[src/rtl/vtf_pkg.sv]
// Shared types, constants and helper functions for the voltage text framer.
// No dependencies; every other file in rtl/ imports this package.
package vtf_pkg;

  // Frame and field widths
  localparam int unsigned CountW = 24;
  localparam int unsigned NumCh  = 4;
  localparam int unsigned FrameW = CountW * NumCh;
  localparam int unsigned MagW   = 24;
  localparam int unsigned ProdW  = 38;
  localparam int unsigned UnitW  = 15;

  // Scaling and CRC constants
  localparam logic [7:0]  CRC_POLY  = 8'h31;
  localparam logic [7:0]  CRC_INIT  = 8'h00;
  localparam logic [23:0] SCALE_DIV = 24'd8388607;

  // Controller states
  typedef enum logic [2:0] {
    ST_IDLE,
    ST_MAG,
    ST_PROD,
    ST_QUOT,
    ST_DIGIT,
    ST_EMIT
  } state_t;

  // Datapath conversion operations
  typedef enum logic [2:0] {
    CV_NONE,
    CV_MAG,
    CV_PROD,
    CV_QUOT,
    CV_DIGIT
  } conv_t;

  // Character slots of the output line
  typedef enum logic [4:0] {
    SL_COMMA,
    SL_V,
    SL_CHNUM,
    SL_COLON,
    SL_MINUS,
    SL_WHOLE,
    SL_POINT,
    SL_D1,
    SL_D2,
    SL_D3,
    SL_D4,
    SL_T_COMMA,
    SL_T_C1,
    SL_T_R,
    SL_T_C2,
    SL_T_COLON,
    SL_T_ZERO,
    SL_T_X,
    SL_HEX_HI,
    SL_HEX_LO,
    SL_CR,
    SL_LF
  } slot_t;

  // Commands from controller to datapath
  typedef struct packed {
    logic       load;
    conv_t      conv;
    logic [1:0] ch;
    logic [1:0] dig;
    logic       emit;
    slot_t      slot;
    logic       crc_en;
    logic       last;
  } cmd_t;

  // Status from datapath to controller
  typedef struct packed {
    logic out_free;
    logic neg;
  } sts_t;

  // Advance a CRC-8 (MSB first, no reflection) by one byte
  function automatic logic [7:0] crc8_byte(input logic [7:0] crc, input logic [7:0] data);
    logic [7:0] c;
    c = crc ^ data;
    for (int i = 0; i < 8; i++) begin
      c = c[7] ? ((c << 1) ^ CRC_POLY) : (c << 1);
    end
    return c;
  endfunction

  // Upper-case hex character of one nibble
  function automatic logic [7:0] hex_char(input logic [3:0] n);
    logic [7:0] r;
    if (n < 4'd10) begin
      r = 8'h30 + {4'h0, n};
    end else begin
      r = 8'h37 + {4'h0, n};
    end
    return r;
  endfunction

endpackage

[src/rtl/vtf_ctrl.sv]
// Controller of the voltage text framer: sequences the channel conversions
// and walks the character slots of the line. Depends on vtf_pkg.
module vtf_ctrl (
  input  logic          clk,
  input  logic          rst,
  input  logic          s_tvalid,
  output logic          s_tready,
  input  vtf_pkg::sts_t sts,
  output vtf_pkg::cmd_t cmd
);
  import vtf_pkg::*;

  state_t     state, state_next;
  slot_t      slot, slot_next;
  logic [1:0] ch, ch_next;
  logic [1:0] dig, dig_next;

  // Hold control registers
  always_ff @(posedge clk) begin
    if (rst) begin
      state <= ST_IDLE;
      slot  <= SL_V;
      ch    <= '0;
      dig   <= '0;
    end else begin
      state <= state_next;
      slot  <= slot_next;
      ch    <= ch_next;
      dig   <= dig_next;
    end
  end

  // Next state, channel, digit step and slot
  always_comb begin
    state_next = state;
    slot_next  = slot;
    ch_next    = ch;
    dig_next   = dig;
    unique case (state)
      ST_IDLE: begin
        if (s_tvalid) begin
          state_next = ST_MAG;
          ch_next    = '0;
        end
      end
      ST_MAG:  state_next = ST_PROD;
      ST_PROD: state_next = ST_QUOT;
      ST_QUOT: begin
        state_next = ST_DIGIT;
        dig_next   = '0;
      end
      ST_DIGIT: begin
        dig_next = dig + 2'd1;
        if (dig == 2'd3) begin
          if (ch == 2'd3) begin
            state_next = ST_EMIT;
            ch_next    = '0;
            slot_next  = SL_V;
          end else begin
            state_next = ST_MAG;
            ch_next    = ch + 2'd1;
          end
        end
      end
      ST_EMIT: begin
        if (sts.out_free) begin
          unique case (slot)
            SL_COMMA:   slot_next = SL_V;
            SL_V:       slot_next = SL_CHNUM;
            SL_CHNUM:   slot_next = SL_COLON;
            SL_COLON:   slot_next = sts.neg ? SL_MINUS : SL_WHOLE;
            SL_MINUS:   slot_next = SL_WHOLE;
            SL_WHOLE:   slot_next = SL_POINT;
            SL_POINT:   slot_next = SL_D1;
            SL_D1:      slot_next = SL_D2;
            SL_D2:      slot_next = SL_D3;
            SL_D3:      slot_next = SL_D4;
            SL_D4: begin
              if (ch == 2'd3) begin
                slot_next = SL_T_COMMA;
              end else begin
                slot_next = SL_COMMA;
                ch_next   = ch + 2'd1;
              end
            end
            SL_T_COMMA: slot_next = SL_T_C1;
            SL_T_C1:    slot_next = SL_T_R;
            SL_T_R:     slot_next = SL_T_C2;
            SL_T_C2:    slot_next = SL_T_COLON;
            SL_T_COLON: slot_next = SL_T_ZERO;
            SL_T_ZERO:  slot_next = SL_T_X;
            SL_T_X:     slot_next = SL_HEX_HI;
            SL_HEX_HI:  slot_next = SL_HEX_LO;
            SL_HEX_LO:  slot_next = SL_CR;
            SL_CR:      slot_next = SL_LF;
            SL_LF: begin
              slot_next  = SL_V;
              state_next = ST_IDLE;
            end
            default:    slot_next = SL_V;
          endcase
        end
      end
      default: state_next = ST_IDLE;
    endcase
  end

  // Drive commands to the datapath; refuse items while in reset
  always_comb begin
    s_tready   = 1'b0;
    cmd.load   = 1'b0;
    cmd.conv   = CV_NONE;
    cmd.ch     = ch;
    cmd.dig    = dig;
    cmd.emit   = 1'b0;
    cmd.slot   = slot;
    cmd.crc_en = 1'b0;
    cmd.last   = 1'b0;
    unique case (state)
      ST_IDLE: begin
        s_tready = !rst;
        cmd.load = s_tvalid && !rst;
      end
      ST_MAG:   cmd.conv = CV_MAG;
      ST_PROD:  cmd.conv = CV_PROD;
      ST_QUOT:  cmd.conv = CV_QUOT;
      ST_DIGIT: cmd.conv = CV_DIGIT;
      ST_EMIT: begin
        cmd.emit   = sts.out_free;
        cmd.crc_en = (slot <= SL_D4);
        cmd.last   = (slot == SL_LF);
      end
      default: ;
    endcase
  end

endmodule

[src/rtl/vtf_dpath.sv]
// Datapath of the voltage text framer: frame registers, scaling, decimal
// digit extraction, CRC-8 and the output byte register. Depends on vtf_pkg.
module vtf_dpath (
  input  logic                        clk,
  input  logic                        rst,
  input  logic [vtf_pkg::FrameW-1:0]  s_tdata,
  output logic                        m_tvalid,
  input  logic                        m_tready,
  output logic [7:0]                  m_tdata,
  output logic                        m_tlast,
  input  vtf_pkg::cmd_t               cmd,
  output vtf_pkg::sts_t               sts
);
  import vtf_pkg::*;

  logic [CountW-1:0] counts [NumCh];
  logic [NumCh-1:0]  neg;
  logic [MagW-1:0]   mag;
  logic [ProdW-1:0]  prod;
  logic [UnitW-1:0]  resid;
  logic [3:0]        whole_dig [NumCh];
  logic [3:0]        frac_dig [NumCh][4];
  logic [7:0]        crc;

  logic [CountW-1:0] counts_sel;
  logic [23:0]       qsum;
  logic [UnitW-1:0]  units;
  logic [16:0]       step_p;
  logic [16:0]       take;
  logic [3:0]        digit;
  logic [UnitW-1:0]  resid_sub;
  logic [7:0]        char_out;
  logic [1:0]        frac_idx;

  assign counts_sel = counts[cmd.ch];
  assign frac_idx   = cmd.dig - 2'd1;

  // Divide by 2^23-1: quotient is the high part plus one when high+low wraps
  always_comb begin
    qsum  = {9'h000, prod[ProdW-1:23]} + {1'b0, prod[22:0]};
    units = prod[ProdW-1:23] + UnitW'(qsum >= SCALE_DIV);
  end

  // One decimal digit per step: count how many multiples of the power fit
  always_comb begin
    unique case (cmd.dig)
      2'd0:    step_p = 17'd10000;
      2'd1:    step_p = 17'd1000;
      2'd2:    step_p = 17'd100;
      default: step_p = 17'd10;
    endcase
    digit = '0;
    take  = '0;
    for (int k = 1; k <= 9; k++) begin
      if ({2'b00, resid} >= 17'(k) * step_p) begin
        digit = 4'(k);
        take  = 17'(k) * step_p;
      end
    end
    resid_sub = UnitW'({2'b00, resid} - take);
  end

  // Capture the frame and run the conversion steps
  always_ff @(posedge clk) begin
    if (cmd.load) begin
      for (int c = 0; c < NumCh; c++) begin
        counts[c] <= s_tdata[c*CountW +: CountW];
      end
    end
    unique case (cmd.conv)
      CV_MAG: begin
        neg[cmd.ch] <= counts_sel[CountW-1];
        mag         <= counts_sel[CountW-1] ? (~counts_sel + 24'd1) : counts_sel;
      end
      CV_PROD:  prod  <= ({14'h0000, mag} << 14) + ({14'h0000, mag} << 12);
      CV_QUOT:  resid <= units;
      CV_DIGIT: begin
        resid <= resid_sub;
        if (cmd.dig == 2'd0) begin
          whole_dig[cmd.ch] <= digit;
        end else begin
          frac_dig[cmd.ch][frac_idx] <= digit;
        end
        if (cmd.dig == 2'd3) begin
          frac_dig[cmd.ch][3] <= resid_sub[3:0];
        end
      end
      default: ;
    endcase
  end

  // Select the character of the current slot
  always_comb begin
    unique case (cmd.slot) inside
      SL_COMMA, SL_T_COMMA: char_out = 8'h2C;
      SL_V:                 char_out = 8'h56;
      SL_CHNUM:             char_out = 8'h31 + {6'h00, cmd.ch};
      SL_COLON, SL_T_COLON: char_out = 8'h3A;
      SL_MINUS:             char_out = 8'h2D;
      SL_WHOLE:             char_out = 8'h30 + {4'h0, whole_dig[cmd.ch]};
      SL_POINT:             char_out = 8'h2E;
      SL_D1:                char_out = 8'h30 + {4'h0, frac_dig[cmd.ch][0]};
      SL_D2:                char_out = 8'h30 + {4'h0, frac_dig[cmd.ch][1]};
      SL_D3:                char_out = 8'h30 + {4'h0, frac_dig[cmd.ch][2]};
      SL_D4:                char_out = 8'h30 + {4'h0, frac_dig[cmd.ch][3]};
      SL_T_C1, SL_T_C2:     char_out = 8'h43;
      SL_T_R:               char_out = 8'h52;
      SL_T_ZERO:            char_out = 8'h30;
      SL_T_X:               char_out = 8'h78;
      SL_HEX_HI:            char_out = hex_char(crc[7:4]);
      SL_HEX_LO:            char_out = hex_char(crc[3:0]);
      SL_CR:                char_out = 8'h0D;
      SL_LF:                char_out = 8'h0A;
      default:              char_out = 8'h00;
    endcase
  end

  // Clear the CRC per frame and advance it over the text bytes
  always_ff @(posedge clk) begin
    if (cmd.load) begin
      crc <= CRC_INIT;
    end else if (cmd.emit && cmd.crc_en) begin
      crc <= crc8_byte(crc, char_out);
    end
  end

  // Output item register: load on emit, drop once taken
  always_ff @(posedge clk) begin
    if (rst) begin
      m_tvalid <= 1'b0;
    end else if (cmd.emit) begin
      m_tvalid <= 1'b1;
    end else if (m_tready) begin
      m_tvalid <= 1'b0;
    end
  end

  always_ff @(posedge clk) begin
    if (cmd.emit) begin
      m_tdata <= char_out;
      m_tlast <= cmd.last;
    end
  end

  assign sts.out_free = !m_tvalid || m_tready;
  assign sts.neg      = neg[cmd.ch];

endmodule

[src/rtl/voltage_text_framer_crc8_top.sv]
// Takes a frame of four signed 24-bit ADC counts and streams out the ASCII
// line "V1:x.xxxx,V2:..,V3:..,V4:..,CRC:0xHH" followed by CR LF, one byte per
// output item, with tlast on the LF. Each channel is scaled to 100-microvolt
// units as floor(|counts| * 20480 / 8388607) and printed with a leading '-'
// when the raw count is negative (so small negatives read -0.0000). The CRC-8
// (polynomial 0x31, initial 0, MSB first) covers the text before ",CRC". A
// frame is accepted only while the block is idle; it then converts with
// seven steps per channel through one shared scaling and digit unit, and
// sends the line (50 to 54 bytes) through a single output register, one
// byte per cycle when the sink never stalls. The output register lets the
// last byte wait while the next frame is taken. Depends on vtf_pkg, vtf_ctrl
// and vtf_dpath.
module voltage_text_framer_crc8_top (
  input  logic                        clk,
  input  logic                        rst,
  input  logic                        s_tvalid,
  output logic                        s_tready,
  // channel_one_counts [23:0], channel_two_counts [47:24],
  // channel_three_counts [71:48], channel_four_counts [95:72]
  input  logic [vtf_pkg::FrameW-1:0]  s_tdata,
  output logic                        m_tvalid,
  input  logic                        m_tready,
  // text_byte [7:0]
  output logic [7:0]                  m_tdata,
  // last_byte
  output logic                        m_tlast
);
  import vtf_pkg::*;

  cmd_t cmd;
  sts_t sts;

  vtf_ctrl u_ctrl (
    .clk      (clk),
    .rst      (rst),
    .s_tvalid (s_tvalid),
    .s_tready (s_tready),
    .sts      (sts),
    .cmd      (cmd)
  );

  vtf_dpath u_dpath (
    .clk      (clk),
    .rst      (rst),
    .s_tdata  (s_tdata),
    .m_tvalid (m_tvalid),
    .m_tready (m_tready),
    .m_tdata  (m_tdata),
    .m_tlast  (m_tlast),
    .cmd      (cmd),
    .sts      (sts)
  );

endmodule

[config.mk]
export PLATFORM = sky130hd
export DESIGN_NAME = voltage_text_framer_crc8_top
export DESIGN_NICKNAME = d
export VERILOG_FILES = /design/src/rtl/vtf_pkg.sv /design/src/rtl/vtf_ctrl.sv /design/src/rtl/vtf_dpath.sv /design/src/rtl/voltage_text_framer_crc8_top.sv
export SDC_FILE = /design/constraint.sdc
export NUM_CORES = 1
export LEC_CHECK = 0
export BUFFER_PORTS_ARGS = -buffer_cell sky130_fd_sc_hd__buf_2
export CAP_MARGIN = 20
export CORE_MARGIN = 4
export CORE_UTILIZATION = 45
export DETAILED_ROUTE_END_ITERATION = 10
export HOLD_SLACK_MARGIN = 0.15
export SYNTH_ARGS = -nofsm -noshare
export SYNTH_HDL_FRONTEND = slang
export SYNTH_SLANG_ARGS = --single-unit
export TNS_END_PERCENT = 50
[constraint.sdc]
create_clock -name clk -period 11.85 [get_ports clk]
set_input_delay 0.5925 -clock clk [delete_from_list [all_inputs] [get_ports clk]]
set_output_delay 0.5925 -clock clk [all_outputs]
set_load 0.005 [all_outputs]
Word level (Yosys, flattened, before mapping)

Memory sizes are Yosys's and may differ from the RTL's. A register that Yosys moved wholly into a read port is not among the register bits.
Index checks and enable logic that the tools add are counted.

RAM bits: 176
Word-level logic and storage cells: 221
Memories: 3
Flip-flop bits (word level): 111

Memory list:

| name              | words | bits a word | read ports | clocked after memory_dff | wr ports | RTL line        | RTL |
|---|---|---|---|---|---|---|---|
| u_dpath.counts    | 4     | 24          | 1          | 1                        | 4        | vtf_dpath.sv:16 | `logic [CountW-1:0] counts [NumCh];` |
| u_dpath.frac_dig  | 4     | 16          | 1          | 1                        | 1        | vtf_dpath.sv:22 | `logic [3:0] frac_dig [NumCh][4];` |
| u_dpath.whole_dig | 4     | 4           | 1          | 1                        | 1        | vtf_dpath.sv:21 | `logic [3:0] whole_dig [NumCh];` |

Reductions and logical operators: 21
Multipliers: 5
Multiplexer cells: 88
Equality and inequality tests: 41
Magnitude comparators: 17
Bitwise gates (word level): 15
Add/subtract/negate cells: 18

Operators by type and width:

| cell                                                                                  | count |
|---|---|
| 8-bit case mux with 19 select lines                                                   | 1 |
| 15-bit two-way mux                                                                    | 8 |
| 5-bit case mux with 20 select lines                                                   | 1 |
| 15-bit by 17-bit greater-or-equal comparator with 1-bit output                        | 5 |
| 6-bit by 4-bit adder with 7-bit output, first input constant                          | 9 |
| 6-bit two-way mux                                                                     | 8 |
| 14-bit case mux with 3 select lines                                                   | 1 |
| 5-bit by 4-bit == test with 1-bit output, second input constant                       | 8 |
| 4-bit two-way mux                                                                     | 10 |
| 38-bit by 36-bit adder with 38-bit output                                             | 1 |
| 3-bit by 14-bit multiplier with 17-bit output, first input constant                   | 2 |
| 15-bit by 16-bit greater-or-equal comparator with 1-bit output                        | 2 |
| 2-bit by 14-bit multiplier with 16-bit output, first input constant                   | 2 |
| 5-bit == test, second input constant                                                  | 6 |
| 15-bit case mux with 2 select lines                                                   | 1 |
| 2-bit two-way mux                                                                     | 13 |
| 15-bit by 23-bit adder with 24-bit output                                             | 1 |
| 24-bit by 1-bit adder with 24-bit output, second input constant                       | 1 |
| 24-bit by 23-bit greater-or-equal comparator with 1-bit output, second input constant | 1 |
| 24-bit NOT                                                                            | 1 |
| 3-bit NOT                                                                             | 8 |
| 1-bit two-way mux                                                                     | 23 |
| 23-bit two-way mux                                                                    | 1 |
| 5-bit by 3-bit == test with 1-bit output, second input constant                       | 4 |
| 51 further kinds                                                                      | 87 |

Logic depth before layout (Yosys ltp)

Gate-level depths: netlist of the first run.

Word-level depth: 20
Mapped depth: 30
Depth with buffers taken out: 28

Modules after synthesis

Synthesis of the first run repeated with hierarchy kept, for this count alone.

Cell total of the unflattened synthesis: 1529
Area total of the unflattened synthesis: 17424.2 um^2

By module, submodules not included:

| module    | area each (um^2) | times used | sequential area each (um^2) | cells each |
|---|---|---|---|---|
| vtf_dpath | 16519.6          | 1          | 7777.5                      | 1410 |
| vtf_ctrl  | 904.6            | 1          | 240.2                       | 119 |

Worst setup path before layout of the first run

OpenSTA, ideal clock, no wires.

Path type: register -> register
From: register u_ctrl.dig[0]
To: register u_dpath.resid[13] (data pin)
Clock period less this slack: 6505 ps
Path buffers: 2
Data required time: 11595 ps
Data arrival time: 6249 ps
Setup time: 255 ps
Setup slack: 5345 ps
Cell stages (with the launch flop): 30
Path through: dfxtp_1 inv_1 ha_1 clkbuf_1 xor2_1 nand2_1 fa_1 a2bb2oi_1 o21ai_0 a21oi_1 xnor2_1 ha_1 a211o_1 a21oi_1 o22ai_1 o21ba_2 clkbuf_1 a21oi_1 o21ai_0 a21oi_1 ha_1 o21a_1 o21a_1 o21ai_0 a21o_1 a31oi_1 and4_1 a2111oi_0 mux2i_1 nor2_1

Cells in the longest elaborated chain, start to end: 14
Elaborated cells between the ends (all ways): 29
Those cells by class: 1 x add/sub; 5 x mul; 9 x order compare; 2 x eq/ne; 11 x mux; 1 x reduce/logical

Ends and longest elaborated chain:

| element                                                                                               | RTL line        | RTL |
|---|---|---|
| from (decl)                                                                                           | vtf_ctrl.sv:16  | `logic [1:0] dig, dig_next;` |
| from (signal assigned)                                                                                | vtf_ctrl.sv:29  | `dig <= dig_next;` |
| 2-bit == test, or another cell as far along                                                           | vtf_dpath.sv:46 | `unique case (cmd.dig)` |
| 14-bit case mux with 3 select lines (*)                                                               | vtf_dpath.sv:46 |  |
| parallel branches: the longest is 9 deep, another holds 2-bit by 14-bit multiplier with 16-bit output | --              |  |
| 15-bit two-way mux (*)                                                                                | vtf_dpath.sv:55 | `if ({2'b00, resid} >= 17'(k) * step_p) begin` |
| 15-bit subtractor (*)                                                                                 | vtf_dpath.sv:60 | `resid_sub = UnitW'({2'b00, resid} - take);` |
| 15-bit case mux with 2 select lines (*)                                                               | vtf_dpath.sv:70 | `unique case (cmd.conv)` |
| to (signal assigned)                                                                                  | vtf_dpath.sv:76 | `CV_QUOT: resid <= units;` |
| to (signal assigned)                                                                                  | vtf_dpath.sv:78 | `resid <= resid_sub;` |
| to (decl)                                                                                             | vtf_dpath.sv:20 | `logic [UnitW-1:0] resid;` |

Mark *: on every way between the ends.
A chain may end at the register's enable or synchronous reset.

Worst setup path in the final report of the first run

From: register u_ctrl.dig[0]
To: register u_dpath.resid[14] (data pin)

The elaborated chain is that of the path after synthesis.

==> impl_results.md, run 1 <==
- Final WL: 41.3 mm
- Yosys warns: 0
- Worst-Margin Slew: 964 ps
- Synth unique cells: 87
- Most frequent cells in the layout: 253 x edfxtp_1, 144 x ha_1, 119 x nor2_1, 109 x buf_2, 101 x a21oi_1
- Pwr dens: 231 nW/µm²
- Fin area: 19100 µm²
- IO Port Bufs: 109
- Clock Path Buffers: 3
- CP max-delay cell: a21oi_1
- Register bit count reported by yosys: 276
- Status: complete, no violations
- Psw: 1.69 mW
- Register area share after synthesis: 0.471
- Initial antenna violation count: 1
- Layout cell share with drive strength beyond 1: 0.147
- Fraction of registers with async set or reset after synthesis: 0
- Largest delay share family, worst path: compound AO/OA/AOI/OAI gates
- Min-Delay Endpoint: u_dpath.counts[2][2]
- Core area: 37600 µm²
- LEAKAGE: 6.99 nW
- Setup TNS: 0 ps
- Max-cap viol count: 0
- Detailed Place HPWL: 30.6 mm
- Placed Area: 18100 µm²
- Reg2Reg Depth: 26
- Area grow syn2layout: 11.7%
- Slew headroom: 0.357
- Crit path DAT: 8070 ps
- FF-to-FF End: u_dpath.resid[14]
- Post-CTS Setup Bufs: 0
- Initial Util: 0.455
- CTS tree: done
- Average size of a mapped cell: 11.3 µm²
- Fin crit share: 0.655
- GRT Resource Usage Total: 0.198
- Largest net degree at the start of global routing: 83
- Switching Fraction: 0.383
- Max Clock Freq: 129 MHz
- Resize count post-CTS: 0
- Row cnt: 71
- Final setup violation count: 0
- CTS root buf: clkbuf_16
- Hold Path Stages: 1
- Internal Power: 2.73 mW
- Crit-path max FO: 26
- Routed vias/inst: 5.77
- Overall power: 4.42 mW
- Post-synth EDFFs: 253
- Drt drc: 0
- Initial DRC Count: 788
- Fin crit period: 7760 ps
- Antenna cell count: 0
- Avg WL per Cell: 19.3 µm
- Peak VDD IR: 0.000125 V
- Die width: 203 µm
- CTS buffer count: 29
- Hold Path Origin: s_tdata[50]
- Part of the power in registers: 0.330
- Critical path launch point type: flop
- Clk_lat worst skew: 570 ps
- Commonest non-fill, non-tap cell in the layout: edfxtp_1
- Clock power frac: 0.208
- Layout Skew: 21.9 ps
- Pre-antenna DRT Iters: 5
- Die Ht: 203 µm
- Die Footprint: 41200 µm²
- Crit path kind: reg2reg
- H-tree depth: 1
- Max stage delay on crit path: 610 ps
- Layout fillers: 3325
- Predominant post-synthesis flop cell: edfxtp_1
- Fin. Hold Viols: 0
- Mapped Cells: 1515
- R2r setup slk: 4090 ps
- Total grt overflow: 0
- First-pass GRT wire length: 66.2 mm
- GPL Wtd Cong: 0.952
- Total vias in the final route: 12300
- Clock-pin slew on the worst setup and hold paths: 60 ps
- # hold bufs at CTS: 0
- Critical path capture point type: flop
- Gate power share: 0.462
- IO Count: 111
- DRT antenna net count: 0
- Critical path's most frequent cell: o21ai_0
- Required @ worst endpoint: 12160 ps
- HP Class: in2reg
- Syn_nets: 1762
- Synthesized cell area: 17100 µm²
- Reg2reg start: u_ctrl.dig[0]
- WP buf/inv: 4
- CTS sink cnt: 276
- RSZ-0062 raised after global routing: false
- Vias in the first global route: 12400
- Final Net Count: 1854
- Final Max Slew Viols: 0
## stage by stage
stage / setup slack (ps) / instances / hold slack [ps] / util
3_3_place_gp: 4630 / 2087 / 487 / 0.483
4_1_cts: 4280 / 2140 / 158 / 0.509
3_5_place_dp: 4330 / 2087 / 481 / 0.483
2_1_floorplan: 5350 / 1515 / 433 / -
6_report: 4090 / 2140 / 194 / 0.509
5_1_grt: 3340 / 2140 / 161 / 0.509
## synthesized netlist by cell type, types with 8 or more instances
cell type	n	area [µm²]
o21a_1	14	105
a221oi_1	8	70.1
or3_1	8	50.1
a31oi_1	20	125
o31ai_1	9	67.6
nor2_1	119	447
ha_1	144	1800
a21oi_1	101	505
a2111oi_0	10	87.6
nor3_1	39	195
a21o_1	18	135
nor2b_1	26	163
o21ai_1	11	55.1
a211oi_1	13	97.6
dfxtp_1	23	460
mux4_2	44	991
nand2_1	87	327
nand3_1	29	145
nand4_1	9	56.3
nand2b_1	15	93.8
and3_1	14	87.6
xor2_1	33	289
and2_1	28	175
xnor2_1	47	412
o211ai_1	14	105
nor4_1	8	50.1
edfxtp_1	253	7600
inv_1	68	255
nor3b_1	8	60.1
clkbuf_1	46	173
o21ai_0	87	435
## worst reg2reg max path, cell delays in order (launching register included)
cell       delay [ps]
dfxtp_1           440
inv_1             300
ha_1              200
buf_4             280
inv_1             370
a21oi_1           570
inv_1             300
ha_1              410
a2111oi_0         330
o21ai_0           140
o21ai_1           160
nand2_1           200
a21oi_1           610
a221o_1           250
o21ai_0           100
o221ai_1          210
a32oi_1           150
ha_1              360
nor2b_1           140
o21ai_0           210
a21oi_1           140
o41ai_1           420
o21ai_0           220
o41ai_1           500
o21a_1            180
o21ai_0            80
a31o_1            220
## cells by family (layout without fill, tap and decap cells)
kind of cell	after synthesis	count (layout)	synth area share
multiplexers	52	52	0.0628
AND/OR/NAND/NOR	426	426	0.127
AO/OA/AOI/OAI	393	393	0.150
XOR/XNOR	86	86	0.0482
buffers and inverters	134	248	0.0322
flip-flops	276	276	0.471
other	1	1	0.000219
adder cells (fa/ha/maj)	147	147	0.109
## state kept, by name (all words and copies together) (netlist names), 2 cells and up, named ones only
name / cells
u_dpath.counts: 96
u_dpath.frac_dig: 64
u_dpath.crc: 8
u_ctrl.state: 3
u_dpath.mag: 24
u_dpath.resid: 15
u_ctrl.dig: 2
u_dpath.whole_dig: 16
u_ctrl.ch: 2
u_ctrl.slot: 5
u_dpath.m_tdata: 7
u_dpath.prod: 26
u_dpath.neg: 4
## area by class of cell
type                    instances  area (µm²)  area share
repair buffers                125         666      0.0348
flip-flops and latches        276        8060       0.422
multi-input cells            1105        8510       0.445
clock buffers                  37         756      0.0395
well taps                     511         639      0.0335
clock inverters                16         213      0.0111
inverters                      70         263      0.0138
## metal layers
metal | share of wire | vias to the layer above | track usage | wire (µm)
met2 | 0.48 | 416 | 0.333 | 19700
met3 | 0.054 | 76 | 0.0240 | 2250
li1 | - | 6001 | - | -
met4 | 0.030 | 0 | 0.0618 | 1240
met1 | 0.44 | 5851 | 0.271 | 18200
met5 | 0 | - | 0 | 0
## power groups by stage
stage / clock, mW / sequential [mW] / combinational [mW]
finish: 0.917 / 1.46 / 2.04
detailed placement: 0 / 1.48 / 2.02
global placement: 0 / 1.47 / 2.01
floorplan: 0 / 1.41 / 1.57
global route: 0.991 / 1.47 / 2.29
CTS: 0.943 / 1.46 / 2.04
## how the worst max path moves through the flow
| stage | startpoint | endpoint | depth (start not counted) | slack [ps] |
|---|---|---|---|---|
| CTS | u_ctrl.dig[0] | u_dpath.resid[14] | 26 | 4280 |
| global placement | u_ctrl.dig[0] | u_dpath.resid[14] | 26 | 4630 |
| detailed placement | u_ctrl.dig[0] | u_dpath.resid[14] | 26 | 4330 |
| finish | u_ctrl.dig[0] | u_dpath.resid[14] | 26 | 4090 |
| global route | u_ctrl.dig[0] | u_dpath.resid[14] | 26 | 3340 |
| floorplan | u_ctrl.dig[0] | u_dpath.resid[13] | 29 | 5350 |
No activity file was read; power rests on OpenSTA's default activity.
==> inputs of run 2 (changes only) <==
==> constraint.sdc (replaced) <==
create_clock -name clk -period 7.3 [get_ports clk]
set_input_delay 0.365 -clock clk [delete_from_list [all_inputs] [get_ports clk]]
set_output_delay 0.365 -clock clk [all_outputs]
set_load 0.005 [all_outputs]
==> run 2 against run 1 <==
Against the previous run: sequential share of layout area down 2.4 points; worst hold slack better by 300 ps; maximum frequency up 14%; worst setup slack worse by 3600 ps; clock power up 60%; clock-buffer cell count down 6; highest routed layer unchanged; utilization up 3.1 points.
==> impl_results.md, run 2 (synthesis gave the netlist of run 1 again) <==
- Multi-input combinational cell area: 8530 µm² (+0.21%)
- Switching Fraction: 0.381 (-0.00167)
- Max stage delay on crit path: 480 ps (-130 ps)
- Clock-pin slew on the worst setup and hold paths: 60 ps (about the same)
- Die width: 203 µm (unchanged)
- Pre-antenna DRT Iters: 8 (+3)
- Internal Power: 4.50 mW (+65%)
- Critical path capture point type: flop
- Final WL: 43.2 mm (+4.5%)
- Crit-path max FO: 12 (-54%)
- Critical path's most frequent cell: a21oi_1
- Total grt overflow: 0 (unchanged)
- Max-cap viol count: 0 (unchanged)
- LEAKAGE: 7.51 nW (+7.6%)
- Reg area: 8060 µm² (about the same)
- Initial antenna violation count: 0 (-1)
- Status: complete, no violations
- IO Count: 111 (unchanged)
- Clock power frac: 0.203 (-0.005)
- Layout fillers: 3201 (-3.7%)
- Layout cell share with drive strength beyond 1: 0.152 (+0.00467)
- DRT antenna net count: 0 (unchanged)
- Fin crit share: 0.930 (+0.276)
- Regs by FF count: u_dpath.counts x96, u_dpath.frac_dig x64, u_dpath.prod x26
- Crit path kind: reg2reg
- Max FFs per register: 96 (unchanged)
- Avg WL per Cell: 19.1 µm (-1.1%)
- Initial Util: 0.455 (unchanged)
- Setup TNS: 0 ps (unchanged)
- Die Ht: 203 µm (unchanged)
- Row cnt: 71 (unchanged)
- GRT Resource Usage Total: 0.209 (+0.0102)
- IO Port Bufs: 109 (unchanged)
- Final core occ: 0.539 (+0.0309)
- Die Footprint: 41200 µm² (unchanged)
- Detailed Place HPWL: 31.1 mm (+1.7%)
- CTS sink cnt: 276 (unchanged)
- Max Clock Freq: 147 MHz (+14%)
- Part of the power in registers: 0.329 (about the same)
- Final Max Slew Viols: 0 (unchanged)
- Gate power share: 0.468 (+0.006)
- H-tree depth: 1 (unchanged)
- GPL Wtd Cong: 0.945 (-0.76%)
- Post-CTS Setup Bufs: 0 (unchanged)
- Fin. Hold Viols: 0 (unchanged)
- Peak VDD IR: 0.000257 V (+110%)
- Pwr dens: 359 nW/µm² (+55%)
- RSZ-0062 raised after global routing: false
- Core area: 37600 µm² (unchanged)
- CTS buffer count: 29 (unchanged)
- Commonest non-fill, non-tap cell in the layout: edfxtp_1
- Final setup violation count: 0 (unchanged)
- CTS root buf: clkbuf_16
- Drt drc: 0 (unchanged)
- Worst-Margin Slew: 965 ps (+0.0628 ps)
- Crit path DAT: 7100 ps (-970 ps)
- Required @ worst endpoint: 7600 ps (-4560 ps)
- Area grow syn2layout: 18.5%
- Total vias in the final route: 12900 (+4.5%)
- CP max-delay cell: fa_1
- Slew headroom: 0.357 (about the same)
- Top reg by flops: u_dpath.counts
- Final Net Count: 1976 (+6.6%)
- Critical path launch point type: flop
- Largest net degree at the start of global routing: 83 (unchanged)
- Antenna cell count: 0 (unchanged)
- Vias in the first global route: 13100 (+6.1%)
- Initial DRC Count: 810 (+2.8%)
- Routed vias/inst: 5.70 (-1.1%)
- First-pass GRT wire length: 70.0 mm (+5.8%)
- Clk_lat worst skew: 580 ps (about the same)
- Fin crit period: 6790 ps (-967 ps)
- Layout Skew: 35.8 ps (+13.9 ps)
- Psw: 2.77 mW (+64%)
- Clock Path Buffers: 3 (unchanged)
- CTS tree: done
- HP Class: in2reg
- Most frequent cells in the layout: 253 x edfxtp_1, 143 x ha_1, 119 x nor2_1, 109 x buf_2, 101 x a21oi_1
==> run 2: cell count changes in the layout (fill, tap and decap cells not counted), sizes merged <==
cell	before	now
clkbuf	37	31
clkinv	8	14
inv	72	71
dlygate4sd3	0	99
buf	125	148
==> run 2: path summary, 6_finish.rpt <==
check / slack (ps) / from / depth (start not counted) / end
worst min register to register: 500 / u_dpath.mag[1] / 0 / u_dpath.prod[13]
worst max-delay path: 510 / u_ctrl.dig[0] / 27 / u_dpath.resid[13]
worst max register to register: 510 / u_ctrl.dig[0] / 27 / u_dpath.resid[13]
worst min-delay path: 490 / s_tdata[6] / 2 / u_dpath.counts[0][6]
==> run 2: critical path: cells and delay by family, from the launching register on <==
| family | cells | cell delay, ps |
|---|---|---|
| AO/OA/AOI/OAI | 16 | 3360 |
| adder cells (fa/ha/maj) | 4 | 1450 |
| XOR/XNOR | 2 | 440 |
| AND/OR/NAND/NOR | 3 | 410 |
| flip-flops | 1 | 380 |
| buffers and inverters | 1 | 250 |
| multiplexers | 1 | 240 |
==> run 2: metrics by stage <==
step           hold WS (ps)  std cells  power [mW]  worst slack (ps)  instance area, µm²
6_report                494       2261        7.28               509               20300
5_1_grt                 467       2261        7.81             0.629               20300
4_1_cts                 468       2261        7.27               183               20300
3_5_place_dp            484       2110        5.74               267               18300
3_3_place_gp            490       2110        5.69               512               18300
2_1_floorplan           433       1515        4.85               795               17100
==> run 2: routing by layer <==
layer / track usage / routed length (µm)
met3: 0.0315 / 2270
met2: 0.363 / 21400
met4: 0.0521 / 945
met5: 0 / 0
met1: 0.276 / 18500
==> run 2: area by class of cell <==
| class | count | area share |
|---|---|---|
| clock buffers | 31 | 0.0362 |
| clock inverters | 21 | 0.0106 |
| inverters | 70 | 0.0130 |
| multi-input cells | 1105 | 0.421 |
| flip-flops and latches | 276 | 0.398 |
| well taps | 511 | 0.0315 |
| repair buffers | 247 | 0.0902 |
==> run 2: repair_timing <==
action / CTS / global route
endpoints found under the hold margin: 105 / 0
hold buffers: 99 / 0
setup endpoints to repair: 0 / 3
resized for setup: 0 / 4
==> run 2: power groups by stage <==
stage	combinational, mW	clock (mW)	sequential [mW]
2_1_floorplan	2.56	0	2.30
3_3_place_gp	3.27	0	2.42
3_5_place_dp	3.31	0	2.42
4_1_cts	3.37	1.50	2.39
5_1_grt	3.81	1.58	2.42
6_report	3.41	1.47	2.39
